===== src/rtl/sfa_pkg.sv =====
// ----------------------------------------------------------------------------
// sfa_pkg
// Shared widths, register codes, pipeline control record and reciprocal
// table for the sliding-window frame average.
// ----------------------------------------------------------------------------
package sfa_pkg;

  localparam int unsigned MAX_PIXELS = 4096;
  localparam int unsigned WINDOW_MAX = 16;

  localparam int unsigned POS_W   = $clog2(MAX_PIXELS);
  localparam int unsigned SLOT_W  = $clog2(WINDOW_MAX);
  localparam int unsigned HADDR_W = SLOT_W + POS_W;
  localparam int unsigned WIN_W   = 5;
  localparam int unsigned FP_W    = 13;
  localparam int unsigned CFG_W   = 13;
  localparam int unsigned CH_W    = 8;
  localparam int unsigned PIX_W   = 3 * CH_W;
  localparam int unsigned SUM_W   = 12;
  localparam int unsigned SUMS_W  = 3 * SUM_W;
  localparam int unsigned FRAC_W  = 16;
  localparam int unsigned RECIP_W = FRAC_W + 1;
  localparam int unsigned PROD_W  = SUM_W + RECIP_W;
  localparam int unsigned QD_W    = SUM_W + WIN_W;

  typedef enum logic [0:0] {
    REG_WINDOW_SIZE  = 1'b0,
    REG_FRAME_PIXELS = 1'b1
  } cfg_reg_e;

  typedef struct packed {
    logic [POS_W-1:0]  pos;
    logic [SLOT_W-1:0] slot;
    logic              first;
    logic              full;
    logic [WIN_W-1:0]  divisor;
    logic              last;
  } pix_ctl_t;

  // floor(2^16 / d) for d = 1..16
  function automatic logic [RECIP_W-1:0] recip(input logic [WIN_W-1:0] d);
    logic [RECIP_W-1:0] r;
    case (d)
      5'd2:    r = 17'd32768;
      5'd3:    r = 17'd21845;
      5'd4:    r = 17'd16384;
      5'd5:    r = 17'd13107;
      5'd6:    r = 17'd10922;
      5'd7:    r = 17'd9362;
      5'd8:    r = 17'd8192;
      5'd9:    r = 17'd7281;
      5'd10:   r = 17'd6553;
      5'd11:   r = 17'd5957;
      5'd12:   r = 17'd5461;
      5'd13:   r = 17'd5041;
      5'd14:   r = 17'd4681;
      5'd15:   r = 17'd4369;
      5'd16:   r = 17'd4096;
      default: r = 17'd65536;
    endcase
    return r;
  endfunction

endpackage


===== src/rtl/sfa_div.sv =====
// ----------------------------------------------------------------------------
// sfa_div
// Three-stage divide of a 12-bit sum by 1..16: reciprocal multiply,
// back-multiply, then single correction, round half to even and clamp.
// ----------------------------------------------------------------------------
module sfa_div (
  input  logic                      clk_i,
  input  logic                      en2_i,
  input  logic                      en3_i,
  input  logic                      en4_i,
  input  logic [sfa_pkg::SUM_W-1:0] sum_i,
  input  logic [sfa_pkg::WIN_W-1:0] divisor_i,
  output logic [sfa_pkg::CH_W-1:0]  avg_o
);

  logic [sfa_pkg::PROD_W-1:0] prod2_q;
  logic [sfa_pkg::SUM_W-1:0]  sum2_q, sum3_q;
  logic [sfa_pkg::WIN_W-1:0]  d2_q, d3_q;
  logic [sfa_pkg::SUM_W-1:0]  q3_q;
  logic [sfa_pkg::QD_W-1:0]   qd3_q;
  logic [sfa_pkg::QD_W-1:0]   qd;
  logic [sfa_pkg::CH_W-1:0]   avg_q;
  logic [sfa_pkg::SUM_W-1:0]  q_est;
  logic [sfa_pkg::SUM_W-1:0]  rem;
  logic [sfa_pkg::SUM_W:0]    q_fin;
  logic [sfa_pkg::WIN_W:0]    r_fin;
  logic                       rnd_up;

  assign q_est = prod2_q[sfa_pkg::FRAC_W +: sfa_pkg::SUM_W];
  assign qd    = sfa_pkg::QD_W'(q_est) * sfa_pkg::QD_W'(d2_q);

  always_comb begin
    rem = sum3_q - qd3_q[sfa_pkg::SUM_W-1:0];
    if (rem >= sfa_pkg::SUM_W'(d3_q)) begin
      q_fin = (sfa_pkg::SUM_W+1)'(q3_q) + (sfa_pkg::SUM_W+1)'(1);
      r_fin = (sfa_pkg::WIN_W+1)'(rem - sfa_pkg::SUM_W'(d3_q)) << 1;
    end else begin
      q_fin = (sfa_pkg::SUM_W+1)'(q3_q);
      r_fin = (sfa_pkg::WIN_W+1)'(rem[sfa_pkg::WIN_W-1:0]) << 1;
    end
    rnd_up = (r_fin > (sfa_pkg::WIN_W+1)'(d3_q)) ||
             ((r_fin == (sfa_pkg::WIN_W+1)'(d3_q)) && q_fin[0]);
    q_fin  = q_fin + (sfa_pkg::SUM_W+1)'(rnd_up);
  end

  always_ff @(posedge clk_i) begin
    if (en2_i) begin
      sum2_q  <= sum_i;
      d2_q    <= divisor_i;
      prod2_q <= sfa_pkg::PROD_W'(sum_i) * sfa_pkg::PROD_W'(sfa_pkg::recip(divisor_i));
    end
    if (en3_i) begin
      sum3_q <= sum2_q;
      d3_q   <= d2_q;
      q3_q   <= q_est;
      qd3_q  <= qd;
    end
    if (en4_i) begin
      avg_q <= (q_fin > (sfa_pkg::SUM_W+1)'(255)) ? 8'd255 : q_fin[sfa_pkg::CH_W-1:0];
    end
  end

  assign avg_o = avg_q;

endmodule


===== config.mk =====
export PLATFORM = sky130hd
export DESIGN_NAME = sfa_div
export DESIGN_NICKNAME = d
export VERILOG_FILES = /design/src/rtl/sfa_pkg.sv /design/src/rtl/sfa_div.sv
export SDC_FILE = /design/constraint.sdc
export NUM_CORES = 1
export LEC_CHECK = 0
export BUFFER_PORTS_ARGS = -buffer_cell sky130_fd_sc_hd__buf_4
export CORE_ASPECT_RATIO = 0.9
export CORE_MARGIN = 2
export CORE_UTILIZATION = 65
export CTS_CLUSTER_SIZE = 24
export DETAILED_ROUTE_END_ITERATION = 7
export GPL_TIMING_DRIVEN = 0
export HOLD_SLACK_MARGIN = 0.06
export PLACE_DENSITY = 0.92
export SYNTH_ARGS = -nofsm -noshare
export SYNTH_HDL_FRONTEND = slang
export SYNTH_SLANG_ARGS = --single-unit

===== constraint.sdc =====
create_clock -name clk_i -period 13.4 [get_ports clk_i]
set_input_delay 0 -clock clk_i [delete_from_list [all_inputs] [get_ports clk_i]]
set_output_delay 0 -clock clk_i [all_outputs]
set_load 0.01 [all_outputs]

== Word-level counts from Yosys, hierarchy flattened ==
Memories as Yosys holds them, arrays and structs flattened.
Index checks and enable logic that the tools add are counted.
Word-level totals
  register bits after elaboration: 94
  memory bits (read-only): 544
  input port bits: 21
  output and inout port bits: 8
  word-level logic and storage cells: 24
  memories kept: 1
Memories
  (no name shown): depth 32, bits a word 17, rd ports 1, clocked after memory_dff 0, write ports 0, line sfa_pkg.sv:43  | case (d)
Cells by class
  add/subtract/negate cells: 4
  multiply operators: 2
  $lt $le $gt $ge: 3
  eq/ne operators: 1
  multiplexer cells: 3
  reduce and logical (&&, ||, !) cells: 2
Operators by type and width (count)
  multiplier 12 x 17 -> 28 bit: 1
  2-to-1 mux 17 bit: 1
  adder 12 x 1 -> 13 bit, second input constant: 1
  adder 13 x 1 -> 13 bit: 1
  greater-than comparator 13 x 8 -> 1 bit, second input constant: 1
  2-to-1 mux 13 bit: 1
  greater-or-equal comparator 12 x 5 -> 1 bit: 1
  multiplier 12 x 5 -> 12 bit: 1
  subtractor 12 bit: 1
  equality test 6 x 5 -> 1 bit: 1
  greater-than comparator 6 x 5 -> 1 bit: 1
  2-to-1 mux 6 bit: 1
  subtractor 5 bit: 1
  logical AND 1 bit: 1
  logical OR 1 bit: 1

== Logic depth before layout (Yosys ltp) ==
  word-level depth: 8
  gate-level depth with buffers: 32
  mapped depth without buffers: 31

== Worst setup path after synthesis ==
Ideal clock, no wire load.
  path type: input port to flip-flop
  from: in divisor_i[3] (netlist bit)
  to: reg prod2_q[26] (netlist bit) (data pin)
  setup time: 0.258 ns
  arrival time: 5.783 ns
  required time: 13.142 ns
  setup slack: 7.359 ns
  stages on the path: 25
  buffers on the path: 3
  cell sequence: clkbuf_1 > clkbuf_1 > nor2_1 > a311oi_1 > clkbuf_1 > nand2_1 > fa_1 > fa_1 > inv_1 > fa_1 > inv_1 > fa_1 > inv_1 > fa_1 > ha_1 > nand3_1 > nor2_1 > a211o_1 > a221o_1 > a311oi_1 > nor3_1 > nor2_1 > nand2_1 > a31oi_1 > xnor2_1
On the way
  longest elaborated chain between the ends: 3
Ends and longest elaborated chain
  start, declared: line sfa_div.sv:12  | input logic [sfa_pkg::WIN_W-1:0] divisor_i,
  memory (32 x 17 bit)
  2-to-1 mux 17 bit: line sfa_div.sv:47  | if (en2_i) begin
  multiplier 12 x 17 -> 28 bit: line sfa_div.sv:50  | prod2_q <= sfa_pkg::PROD_W'(sum_i) * sfa_pkg::PROD_W'(sfa_pkg::recip(divisor_i));
  end signal, assigned: line sfa_div.sv:50
  end, declared: line sfa_div.sv:16  | logic [sfa_pkg::PROD_W-1:0] prod2_q;
Every way passes these cells. The select of a mux whose other input is x is not followed.
A chain may end at the register's enable or synchronous reset.

== Final worst setup path ==
  from: in divisor_i[3] (netlist bit)
  to: reg prod2_q[27] (netlist bit) (data pin)
Same word-level chain as after synthesis.

==> impl_summary.log <==
[metrics] pin count of the biggest net entering global routing: 42
[metrics] wire length of the first global-routing pass: 45600 µm
[metrics] final period demand of the worst path: 7.99 ns
[metrics] post-DR vias/cell: 5.93
[metrics] clock input transition at the sequential cells of the worst setup and hold paths: 0.06 ns
[metrics] overall routing resource usage: 30.7%
[metrics] clock share of power: 12.3%
[metrics] final weighted congestion in routability-driven placement: 0.942
[metrics] First-pass DRT Iterations: 6
[metrics] share of final-layout standard cells stronger than drive strength 1: 5.30%
[metrics] Initial Util: 66.1%
[metrics] Final Instance Area: 12600 µm²
[metrics] combinational share of power: 66.8%
[metrics] share of synthesized area occupied by flip-flops and latches: 20.1%
[metrics] synthesized netlist net count: 1518
[metrics] switching power: 930 µW
[metrics] maximum operating frequency: 125 MHz
[metrics] buffer depth of the longest clock path: 2
[metrics] average routed wire per standard cell: 18.2 µm
[metrics] setup slack of the most critical reg-to-reg path: 6.50 ns
[metrics] cell accounting for the most synthesized area: sky130_fd_sc_hd__fa_1
[metrics] area fraction of the dominant cell type after synthesis: 29.7%
[metrics] number of enable-type register cells in the synthesized netlist: 78
[metrics] cell area after synthesis: 11600 µm²
[metrics] Chip Height: 131 µm
[metrics] startpoint type of the worst setup path: primary input
[metrics] number of hold buffers added after CTS: 18
[metrics] flops & latches, synth: 78
[metrics] Die X: 145 µm
[metrics] average size of a mapped cell: 9.54 µm²
[metrics] total overflow reported by the global router: 0
[metrics] Antenna diodes: 0
[metrics] number of global-route vias before repair: 9586
[metrics] setup repair after global routing missed its margin: no
[metrics] via count of the routed design: 9039
[metrics] Reg power frac: 20.9%
[metrics] nature of the critical path endpoint: flip-flop
[metrics] synthesis-to-finish area growth: 8.55%
[metrics] number of clock sinks: 78
[metrics] count of cell types in the netlist: 74
[metrics] required time of the critical path: 13.49 ns
[metrics] CTS tree: yes
[metrics] most used standard cells in the synthesized netlist: sky130_fd_sc_hd__inv_1, sky130_fd_sc_hd__nand2_1, sky130_fd_sc_hd__fa_1
[metrics] library cell used as clock root buffer: sky130_fd_sc_hd__clkbuf_16
[metrics] final worst clock skew: 0.00621 ns
[metrics] final core utilization: 71.8%
[metrics] Boundary Pins: 29
[metrics] number of synthesis warnings: 0
[metrics] Finish-stage setup viols: 0
[metrics] worst min-delay path category: in2reg
[metrics] fill count: 1253
[metrics] number of placement rows: 46
[metrics] antenna violations before repair: 0
[metrics] total wire length: 27600 µm
[metrics] post-cts sizing count: 0
[metrics] placeable core area: 17600 µm²
[metrics] # nets final: 1575
[metrics] Switching Fraction: 45.7%
[metrics] arrival time worst endpoint: 8.08 ns
[metrics] largest cells by area after synthesis: sky130_fd_sc_hd__fa_1, sky130_fd_sc_hd__edfxtp_1, sky130_fd_sc_hd__ha_1
[metrics] static leakage: 0.00578 µW
[metrics] cell area after placement: 12200 µm²
[metrics] VDD IR-drop max: 0.139 mV
[metrics] number of max-cap violations: 0
[metrics] detailed-placement wirelength estimate: 22000 µm
[metrics] postcts setup bufs: 0
[metrics] crit path max fanout: 10
[metrics] Worst Path Class, Setup: in2reg
[metrics] final hold violation count: 0
[metrics] Final Slew Violations: 0
[metrics] worst rel slew slack: 48.3%
[metrics] TNS Setup: 0 ns
[metrics] number of I/O port buffers: 28
[metrics] instance count of the mapped netlist: 1221
[metrics] fin crit share: 59.7%
[metrics] Main synth FF type: sky130_fd_sc_hd__edfxtp_1
[metrics] CTS buffer count: 9
[metrics] number of routed nets with antenna violations: 0
[metrics] power density of the placed cells: 161 nW/µm²
[metrics] number of H-tree levels: 3
[metrics] total power after layout: 2040 µW
[metrics] number of DRC markers after the initial detailed-route iteration: 858
[metrics] clock latency at the later pin of the worst-skew pair: 0.35 ns
[metrics] internal cell power: 1110 µW
[metrics] minimum hold slack: 0.115 ns
[metrics] Worst Tran Pin Value: 0.771 ns
[metrics] Synth async-reset ratio: 0%
[metrics] post-detailed-route DRC marker count: 0
[metrics] area of the die: 19000 µm²
[metrics] most numerous cell in the Yosys netlist: sky130_fd_sc_hd__inv_1
[metrics] run status: finished clean
[per-stage QoR]
stage	worst slack, ns	instances
final	5.41	1523
after global routing	5.17	1523
after CTS	5.67	1523
after detailed placement	5.87	1489
after global placement	5.98	1489
after floorplan	7.36	1221
[area by class of cell]
type / instances / area [µm²] / area share (%)
timing repair buffer: 46 / 390 / 3.09
inverter: 218 / 818 / 6.47
sequential: 78 / 2340 / 18.5
multi-input combinational: 875 / 8290 / 65.6
buffer: 50 / 195 / 1.54
tap: 240 / 300 / 2.38
clock inverter: 7 / 80.1 / 0.634
clock buffer: 9 / 225 / 1.78
[cells in the final DEF (no fill, tap or decap), drive strengths merged, types with 20 or more instances in the layout]
cell type  count
clkbuf        48
ha           103
a21oi         40
nor2          32
and2          99
fa           173
xnor2         36
nand2        190
buf           39
edfxtp        78
o21ai         20
inv          220
[logic make-up after synthesis]
logic type / synth area share (%)
DFF: 20.1
adders and majority gates: 40.8
xor gates and xnor gates: 4.05
and+or+nand+nor: 17.2
AOI/OAI and AO/OA: 8.80
buffers and inverters: 8.70
muxes: 0.258
[worst max-delay path, stage by stage]
cell and delay, ns:
sky130_fd_sc_hd__dlygate4sd3_1 0.53, sky130_fd_sc_hd__buf_4 0.12, sky130_fd_sc_hd__clkbuf_1 0.27, sky130_fd_sc_hd__clkbuf_1 0.43, sky130_fd_sc_hd__nor2_1 0.09, sky130_fd_sc_hd__a311oi_1 0.67, sky130_fd_sc_hd__clkbuf_1 0.52, sky130_fd_sc_hd__nand2_1 0.17
sky130_fd_sc_hd__fa_1 0.48, sky130_fd_sc_hd__fa_1 0.54, sky130_fd_sc_hd__inv_1 0.05, sky130_fd_sc_hd__fa_1 0.54, sky130_fd_sc_hd__inv_1 0.05, sky130_fd_sc_hd__fa_1 0.47, sky130_fd_sc_hd__inv_1 0.04, sky130_fd_sc_hd__fa_1 0.44
sky130_fd_sc_hd__ha_1 0.32, sky130_fd_sc_hd__nand3_1 0.13, sky130_fd_sc_hd__nor2_1 0.06, sky130_fd_sc_hd__a211o_1 0.28, sky130_fd_sc_hd__a221o_1 0.42, sky130_fd_sc_hd__a311oi_1 0.44, sky130_fd_sc_hd__nor3_1 0.14, sky130_fd_sc_hd__nor2_1 0.20
sky130_fd_sc_hd__nand2_1 0.12, sky130_fd_sc_hd__and3_1 0.16, sky130_fd_sc_hd__a211oi_1 0.38
[routing by layer]
layer | vias to the layer above | share of wire (%) | track usage, %
met5 | - | 0 | 0
met4 | 0 | 3.5 | 12.5
met3 | 97 | 11 | 9.27
met2 | 494 | 48 | 51.8
met1 | 4429 | 38 | 37.7
li1 | 4019 | - | -
[worst paths after layout]
check	startpoint	endpoint	depth (start not counted)
max reg2reg	qd3_q[1]$_DFFE_PP_	avg_o[0]$_SDFFCE_PN1P_	29
max	divisor_i[3]	prod2_q[27]$_DFFE_PP_	27
min reg2reg	sum2_q[1]$_DFFE_PP_	sum3_q[1]$_DFFE_PP_	0
min	en2_i	d2_q[4]$_DFFE_PP_	1
[registers in the layout, summed over array words and instances, names as in the netlist]
register and flops:
sum2_q 12, avg_o 8, sum3_q 12, d3_q 5, prod2_q 12, q3_q 12
d2_q 5, qd3_q 12
[power by group through the flow]
stage / Combinational [µW] / Sequential [µW] / Clock [µW]
after global placement: 1250 / 425 / 0
after floorplan: 1040 / 404 / 0
final: 1360 / 426 / 251
after CTS: 1350 / 424 / 255
after global routing: 1530 / 433 / 263
after detailed placement: 1330 / 428 / 0
Power figures use the tool's default switching activity.
