--- src/rtl/sfa_pkg.sv ---
// ----------------------------------------------------------------------------
// sfa_pkg
// Shared widths, register codes, pipeline control record and reciprocal
// table for the sliding-window frame average.
// ----------------------------------------------------------------------------
package sfa_pkg;

  localparam int unsigned MAX_PIXELS = 4096;
  localparam int unsigned WINDOW_MAX = 16;

  localparam int unsigned POS_W   = $clog2(MAX_PIXELS);
  localparam int unsigned SLOT_W  = $clog2(WINDOW_MAX);
  localparam int unsigned HADDR_W = SLOT_W + POS_W;
  localparam int unsigned WIN_W   = 5;
  localparam int unsigned FP_W    = 13;
  localparam int unsigned CFG_W   = 13;
  localparam int unsigned CH_W    = 8;
  localparam int unsigned PIX_W   = 3 * CH_W;
  localparam int unsigned SUM_W   = 12;
  localparam int unsigned SUMS_W  = 3 * SUM_W;
  localparam int unsigned FRAC_W  = 16;
  localparam int unsigned RECIP_W = FRAC_W + 1;
  localparam int unsigned PROD_W  = SUM_W + RECIP_W;
  localparam int unsigned QD_W    = SUM_W + WIN_W;

  typedef enum logic [0:0] {
    REG_WINDOW_SIZE  = 1'b0,
    REG_FRAME_PIXELS = 1'b1
  } cfg_reg_e;

  typedef struct packed {
    logic [POS_W-1:0]  pos;
    logic [SLOT_W-1:0] slot;
    logic              first;
    logic              full;
    logic [WIN_W-1:0]  divisor;
    logic              last;
  } pix_ctl_t;

  // floor(2^16 / d) for d = 1..16
  function automatic logic [RECIP_W-1:0] recip(input logic [WIN_W-1:0] d);
    logic [RECIP_W-1:0] r;
    case (d)
      5'd2:    r = 17'd32768;
      5'd3:    r = 17'd21845;
      5'd4:    r = 17'd16384;
      5'd5:    r = 17'd13107;
      5'd6:    r = 17'd10922;
      5'd7:    r = 17'd9362;
      5'd8:    r = 17'd8192;
      5'd9:    r = 17'd7281;
      5'd10:   r = 17'd6553;
      5'd11:   r = 17'd5957;
      5'd12:   r = 17'd5461;
      5'd13:   r = 17'd5041;
      5'd14:   r = 17'd4681;
      5'd15:   r = 17'd4369;
      5'd16:   r = 17'd4096;
      default: r = 17'd65536;
    endcase
    return r;
  endfunction

endpackage

--- src/rtl/sfa_ctrl.sv ---
// ----------------------------------------------------------------------------
// sfa_ctrl
// Configuration registers and frame bookkeeping: pixel position, ring slot
// and frame count. Produces the per-request control record.
// ----------------------------------------------------------------------------
module sfa_ctrl (
  input  logic                     clk_i,
  input  logic                     rst_ni,
  input  logic                     cfg_we_i,
  input  logic [0:0]               cfg_addr_i,
  input  logic [sfa_pkg::CFG_W-1:0] cfg_wdata_i,
  input  logic                     accept_i,
  output sfa_pkg::pix_ctl_t        ctl_o
);

  logic [sfa_pkg::WIN_W-1:0]  window_q, window_d;
  logic [sfa_pkg::FP_W-1:0]   fpix_q, fpix_d;
  logic [sfa_pkg::POS_W-1:0]  pos_q, pos_d;
  logic [sfa_pkg::SLOT_W-1:0] head_q, head_d;
  logic [sfa_pkg::WIN_W-1:0]  frames_q, frames_d;

  logic [sfa_pkg::WIN_W-1:0]  win_eff;
  logic [sfa_pkg::FP_W-1:0]   fp_eff;
  logic [sfa_pkg::FP_W-1:0]   fp_m1;
  logic [sfa_pkg::POS_W-1:0]  pos_c;
  logic [sfa_pkg::SLOT_W-1:0] slot_c;
  logic [sfa_pkg::WIN_W-1:0]  slot_inc;
  logic                       full;
  logic                       last;

  always_comb begin
    if (window_q == '0) begin
      win_eff = sfa_pkg::WIN_W'(1);
    end else if (window_q > sfa_pkg::WIN_W'(sfa_pkg::WINDOW_MAX)) begin
      win_eff = sfa_pkg::WIN_W'(sfa_pkg::WINDOW_MAX);
    end else begin
      win_eff = window_q;
    end
    if (fpix_q == '0) begin
      fp_eff = sfa_pkg::FP_W'(1);
    end else if (fpix_q > sfa_pkg::FP_W'(sfa_pkg::MAX_PIXELS)) begin
      fp_eff = sfa_pkg::FP_W'(sfa_pkg::MAX_PIXELS);
    end else begin
      fp_eff = fpix_q;
    end
    fp_m1    = fp_eff - sfa_pkg::FP_W'(1);
    pos_c    = (sfa_pkg::FP_W'(pos_q) >= fp_eff) ? fp_m1[sfa_pkg::POS_W-1:0] : pos_q;
    slot_c   = (sfa_pkg::WIN_W'(head_q) >= win_eff) ? '0 : head_q;
    slot_inc = sfa_pkg::WIN_W'(slot_c) + sfa_pkg::WIN_W'(1);
    full     = frames_q >= win_eff;
    last     = (sfa_pkg::FP_W'(pos_c) + sfa_pkg::FP_W'(1)) >= fp_eff;

    ctl_o.pos     = pos_c;
    ctl_o.slot    = slot_c;
    ctl_o.first   = frames_q == '0;
    ctl_o.full    = full;
    ctl_o.divisor = full ? win_eff : frames_q + sfa_pkg::WIN_W'(1);
    ctl_o.last    = last;
  end

  always_comb begin
    window_d = window_q;
    fpix_d   = fpix_q;
    pos_d    = pos_q;
    head_d   = head_q;
    frames_d = frames_q;
    if (cfg_we_i) begin
      unique case (sfa_pkg::cfg_reg_e'(cfg_addr_i))
        sfa_pkg::REG_WINDOW_SIZE:  window_d = cfg_wdata_i[sfa_pkg::WIN_W-1:0];
        sfa_pkg::REG_FRAME_PIXELS: fpix_d   = cfg_wdata_i[sfa_pkg::FP_W-1:0];
        default:                   window_d = window_q;
      endcase
      pos_d    = '0;
      head_d   = '0;
      frames_d = '0;
    end else if (accept_i) begin
      if (last) begin
        pos_d  = '0;
        head_d = (slot_inc >= win_eff) ? '0 : slot_inc[sfa_pkg::SLOT_W-1:0];
        if (!full) begin
          frames_d = frames_q + sfa_pkg::WIN_W'(1);
        end
      end else begin
        pos_d  = pos_c + sfa_pkg::POS_W'(1);
        head_d = slot_c;
      end
    end
  end

  always_ff @(posedge clk_i or negedge rst_ni) begin
    if (!rst_ni) begin
      window_q <= sfa_pkg::WIN_W'(sfa_pkg::WINDOW_MAX);
      fpix_q   <= sfa_pkg::FP_W'(sfa_pkg::MAX_PIXELS);
      pos_q    <= '0;
      head_q   <= '0;
      frames_q <= '0;
    end else begin
      window_q <= window_d;
      fpix_q   <= fpix_d;
      pos_q    <= pos_d;
      head_q   <= head_d;
      frames_q <= frames_d;
    end
  end

  a_div_range: assert property (@(posedge clk_i) disable iff (!rst_ni)
    accept_i |-> (ctl_o.divisor != '0) &&
                 (ctl_o.divisor <= sfa_pkg::WIN_W'(sfa_pkg::WINDOW_MAX)))
    else $error("divisor out of range");

  a_pos_range: assert property (@(posedge clk_i) disable iff (!rst_ni)
    accept_i |-> sfa_pkg::FP_W'(ctl_o.pos) < fp_eff)
    else $error("pixel position beyond frame");

  a_frames_sat: assert property (@(posedge clk_i) disable iff (!rst_ni)
    frames_q <= win_eff || $past(cfg_we_i))
    else $error("frame count beyond window");

endmodule

--- config.mk ---
export PLATFORM = sky130hd
export DESIGN_NAME = sfa_ctrl
export DESIGN_NICKNAME = d
export VERILOG_FILES = /design/src/rtl/sfa_pkg.sv /design/src/rtl/sfa_ctrl.sv
export SDC_FILE = /design/constraint.sdc
export NUM_CORES = 1
export LEC_CHECK = 0
export ABC_AREA = 1
export ABC_CLOCK_PERIOD_IN_PS = 5500
export BUFFER_PORTS_ARGS = -buffer_cell sky130_fd_sc_hd__buf_2
export CORE_MARGIN = 8
export CORE_UTILIZATION = 55
export CTS_CLUSTER_DIAMETER = 150
export DETAILED_ROUTE_END_ITERATION = 12
export GPL_TIMING_DRIVEN = 0
export PLACE_DENSITY = 0.76
export SLEW_MARGIN = 20
export SYNTH_ARGS = -nofsm -noshare
export SYNTH_HDL_FRONTEND = slang
export SYNTH_SLANG_ARGS = --single-unit
--- constraint.sdc ---
create_clock -name clk_i -period 5.5 [get_ports clk_i]
set_clock_uncertainty 0.15 [all_clocks]
set_input_delay 0.825 -clock clk_i [delete_from_list [all_inputs] [get_ports clk_i]]
set_output_delay 0.825 -clock clk_i [all_outputs]
set_load 0.02 [all_outputs]
Yosys cells after proc, flatten, opt, wreduce, memory -nomap -nowiden:

Index checks and enable logic that the tools add are counted.

* add/subtract/negate cells: 5
* order comparisons: 7
* equality and inequality tests: 1
* multiplexer cells: 18
* bitwise operators: 1
* reductions and logical operators: 8

Operators with widths (count)
* $mux W12: 4
* $mux W5: 7
* $mux W13: 2
* $mux W4: 5
* $add A12 B1 Y13 const B: 1
* $ge A12 B13 Y1: 1
* $ge A13 B13 Y1: 1
* $gt A13 B13 Y1 const B: 1
* $logic_not A13 Y1: 1
* $add A12 B1 Y12 const B: 1
* $sub A12 B1 Y12 const B: 1
* $ge A5 B5 Y1: 2
* $logic_not A5 Y1: 2
* $add A4 B1 Y5 const B: 1
* $add A5 B1 Y5 const B: 1
* $ge A4 B5 Y1: 1
* $gt A5 B5 Y1 const B: 1
* $reduce_and A2 Y1: 2
* $reduce_bool A2 Y1: 2
* $reduce_and A3 Y1: 1
* $ne A2 B2 Y1 const B: 1
* $not A1 Y1: 1

* bits in registers: 39
* input bits: 18
* output and inout port bits: 24
* logic and storage cells: 45

Logic depth before layout (Yosys ltp):

* depth after elaboration: 11
* depth in mapped cells: 38

Least setup slack after synthesis:

Ideal clock, no wire load.

* path kind: register -> output
* start point: register fpix_q[6] (netlist bit)
* end point: output ctl_o[0] (netlist bit)
* arrival time: 4.383 ns
* setup slack: 0.142 ns
* stages on the path, launching flop included: 30
* path buffers: 2
* path through: dfrtp_1 -> nor2_2 -> nand2_1 -> nor2_1 -> nand2_1 -> nand2_2 -> buf_6 -> inv_2 -> nor2_2 -> inv_2 -> ha_1 -> a21oi_1 -> nand2_1 -> a21oi_4 -> nand3_4 -> nand2_1 -> o21ai_1 -> inv_1 -> ha_1 -> inv_1 -> a21oi_1 -> nand2_1 -> nor2_4 -> nand3_1 -> and2_1 -> ha_1 -> nand4_1 -> or4_1 -> nand3_1 -> buf_4

RTL lines
* from (decl): line sfa_ctrl.sv:17 `logic [sfa_pkg::FP_W-1:0] fpix_q, fpix_d;`
* from (signal assigned): line sfa_ctrl.sv:93 `fpix_q <= sfa_pkg::FP_W'(sfa_pkg::MAX_PIXELS);`
* from (signal assigned): line sfa_ctrl.sv:99 `fpix_q <= fpix_d;`
* to (decl): line sfa_ctrl.sv:13 `output sfa_pkg::pix_ctl_t ctl_o`

Worst setup path after layout:

* start point: register fpix_q[12] (netlist bit)
* end point: output ctl_o[0] (netlist bit)

* word-level cells in the longest chain between the ends: 7
* elaborated cells on any way between the ends: 9
* those cells by class: 2 x add/sub; 3 x order compare; 3 x mux; 1 x reduce/logical

RTL lines
* $gt A13 B13 Y1: line sfa_ctrl.sv:41 `end else if (fpix_q > sfa_pkg::FP_W'(sfa_pkg::MAX_PIXELS)) begin`
* $mux W13: line sfa_ctrl.sv:41
* $mux W13 (*): line sfa_ctrl.sv:39 `if (fpix_q == '0) begin`
* $sub A12 B1 Y12 or $ge A12 B13 Y1 (tied branches): line sfa_ctrl.sv:46, sfa_ctrl.sv:47
* $mux W12: line sfa_ctrl.sv:47 `pos_c = (sfa_pkg::FP_W'(pos_q) >= fp_eff) ? fp_m1[sfa_pkg::POS_W-1:0] : pos_q;`
* $add A12 B1 Y13: line sfa_ctrl.sv:51 `last = (sfa_pkg::FP_W'(pos_c) + sfa_pkg::FP_W'(1)) >= fp_eff;`
* $ge A13 B13 Y1 (*): line sfa_ctrl.sv:51

Every way passes the cells marked *; elsewhere a longest branch is shown, timed or not.

==> results.yml <==
outcome:
  status: "finished, violations left"
  failed_checks: "negative setup slack"
synthesis:
  synth_cell_types: 48
  syn_avg_cell_area_um2: 7.13
  synth-simple-area-share_pct: 32.8
  ys_seq_elements: 39
  synth_compound_area_share_pct: 11.3
  synth_flop_cell: "dfrtp_1"
  synthTopCellsByCount: "nand2_1 (133), inv_1 (69), ha_1 (44)"
  netlist_top_cells_area: "dfrtp_1 (26%), ha_1 (15%), nand2_1 (14%)"
  yosysWarnings: 0
  synthCells: 509
  synth_top_family_by_area: "simple AND/OR/NAND/NOR gates"
  synth_most_common_cell: "nand2_1"
  syn_area_um2: 3630
  synth_edf_count: 0
  async_flop_share_pct: 100
  synth-xor-area-share_pct: 2.38
  seq_area_frac_synth_pct: 27.0
  syn_nets: 571
  synthMuxAreaShare_pct: 1.83
  synth_fa_ha_area_share_pct: 15.2
  yosysTopAreaCell: "dfrtp_1"
  synth_top_area_share_pct: 25.5
sta:
  clock.fmax_mhz: 177
  hold_violations: 0
  slew_viol_final: 0
  fin_crit_sh_pct: 103
  rsz0062_at_grt: "true"
  timing.setup.tns_ps: -154
  finalWorstSetupSlack_ps: -154
  period_needed_ps: 5650
  setup_viol: 1
  relSlewSlack_pct: 39.4
  tightest_slew_ps: 909
placed_design:
  place_congestion: 0.923
  placedCellCount: 627
  place.port_buffers: 41
  hpwl_um: 7140
pwr:
  powerDensity_nw_per_um2: 499
  p_leak_nw: 2.57
  peakVddDrop_v: 0.000410
clock_network:
  clockRootBuffer: "clkbuf_8"
  path_clk_slew_ps: 80
  cts_tree: "built"
  cts_max_level: 2
  cts_hold_buffers: 0
  clock_latency_ps: 300
  cts_sinks: 39
  cts_max_path_buffers: 2
  cts_buffers: 5
floorplanning:
  num_io_pins: 42
  die-area_um2: 9450
  core_um2: 6350
  initial_core_util_pct: 57.1
  die_y_um: 97.2
  dieWidth_um: 97.2
  core.rowCount: 29
setup_path:
  start_kind: "flop"
  end_kind: "output pin"
  path_class: "flop to output pin"
  cp_max_fo: 10
  required_ps: 4530
  critical_path_arrival_ps: 4680
drt:
  dr.pass1.iters: 5
  route.detailed.drc: 0
  ant_nets: 0
  wl_per_cell_um: 15.8
  drt-vias-per-instance: 5.62
  drtIter0Drc: 260
  wl_um: 10800
  vias: 3858
layout:
  final_layout_size_suffix_gt1_share_pct: 31.8
  syn2layout_area_growth_pct: 31.2
  seq_area_um2: 981
  nets: 671
  multi_input_area_um2: 2570
  antenna_cells: 0
  nFillCells: 490
  final_cells: 687
flow_run:
  max_cap_viol_count: 0
global_routing:
  grt_pass1_wl_um: 17800
  grtUsageTotal_pct: 22.5
  grt_max_degree: 40
  antenna_found_initial: 0
  grt_pass1_vias: 3788
  gr-total-overflow: 0
min_path:
  hold_path_class: "flop to flop"
logic make-up after synthesis:
group | count (synthesis)
AND/OR/NAND/NOR | 259
buffers and inverters | 84
AO/OA/AOI/OAI | 68
adder cells (fa/ha/maj) | 44
flip-flops | 39
XOR/XNOR | 9
multiplexers | 6
critical path, cell delays in order, from the launching register on:
cell,delay (ps)
dfstp_2,620
inv_2,100
buf_6,160
nand2_1,230
ha_1,310
nand2_1,110
nor2_1,80
a21oi_4,200
buf_6,120
nand4_1,160
nand2_4,110
ha_4,140
inv_4,40
a21oi_4,140
nand2_2,100
nor2_4,180
nand3_2,120
and2_4,190
ha_4,270
nand2_2,50
inv_2,80
nand3_4,80
or4_4,500
nand3_4,90
buf_6,100
buf_6,100
area by class of cell:
cell class                      instances  share of cell area [%]
Multi-Input combinational cell        386                    54.0
Clock buffer                            6                    1.74
Tap cell                               77                    2.02
Buffer                                 10                    1.76
Inverter                               74                    5.99
Clock inverter                          2                   0.815
Sequential cell                        39                    20.6
Timing Repair Buffer                   93                    13.0
power breakdown:
part / internal, mW / switching, mW
clock network: 0.149 / 0.113
registers: 0.343 / 0.0555
logic: 0.679 / 1.03
placed cells by master, fill, tap and decap left out, types with 5 or more instances in the layout:
master and count:
inv_2 7, nand2_1 123, xor2_1 6, nand4_1 14, buf_2 40, dfrtp_1 35, o21ai_0 28, nor2_2 8
buf_6 9, nand3_1 37, nor2_4 6, o21ai_1 5, ha_4 9, a21oi_1 14, clkbuf_8 6, inv_1 65
ha_1 35, buf_4 48, mux2_2 5, nand2_2 18, nor2_1 29
metal layers:
| layer | GRT usage [%] | vias up | share of wire, % |
|---|---|---|---|
| met3 | 5.41 | 30 | 6.3 |
| met1 | 28.9 | 1820 | 44 |
| met4 | 7.81 | 0 | 2.1 |
| met2 | 36.0 | 136 | 48 |
| li1 | - | 1872 | - |
| met5 | 0 | - | 0 |
state kept, by name, indices dropped and copies added (netlist names):
name	cells
fpix_q	13
frames_q	5
head_q	4
pos_q	12
window_q	5
path summary, 6_finish.rpt:
| path | startpoint | to | slack [ps] | cells after the start |
|---|---|---|---|---|
| worst max-delay path | fpix_q[12] | ctl_o[0] | -150 | 25 |
| worst min-delay path | window_q[0] | window_q[0] | 360 | 2 |
| worst max register to register | fpix_q[12] | pos_q[8] | 310 | 34 |
| worst min register to register | window_q[0] | window_q[0] | 360 | 2 |
| max in group asynchronous | rst_ni | fpix_q[6] | 4080 | 1 |
| min in group asynchronous | rst_ni | pos_q[0] | 500 | 1 |
per-stage QoR:
step / utilization (%) / hold WS (ps) / total power, mW / instance area (µm²) / worst slack, ps
6_report: 75.0 / 363 / 2.37 / 4760 / -154
5_1_grt: 75.0 / 392 / 2.55 / 4760 / -356
4_1_cts: 73.3 / 367 / 2.22 / 4660 / -5.56
3_5_place_dp: 61.9 / 347 / 1.71 / 3930 / -515
3_3_place_gp: 61.9 / 346 / 1.68 / 3930 / -476
2_1_floorplan: - / 320 / 1.38 / 3630 / 142
repair_timing:
action                                  in CTS  in global routing
gates resized for setup                     50                 22
setup buffers                               50                  7
pin swaps                                   26                 27
endpoints found under the setup margin      14                 10
No activity file was read; power rests on OpenSTA's default activity.
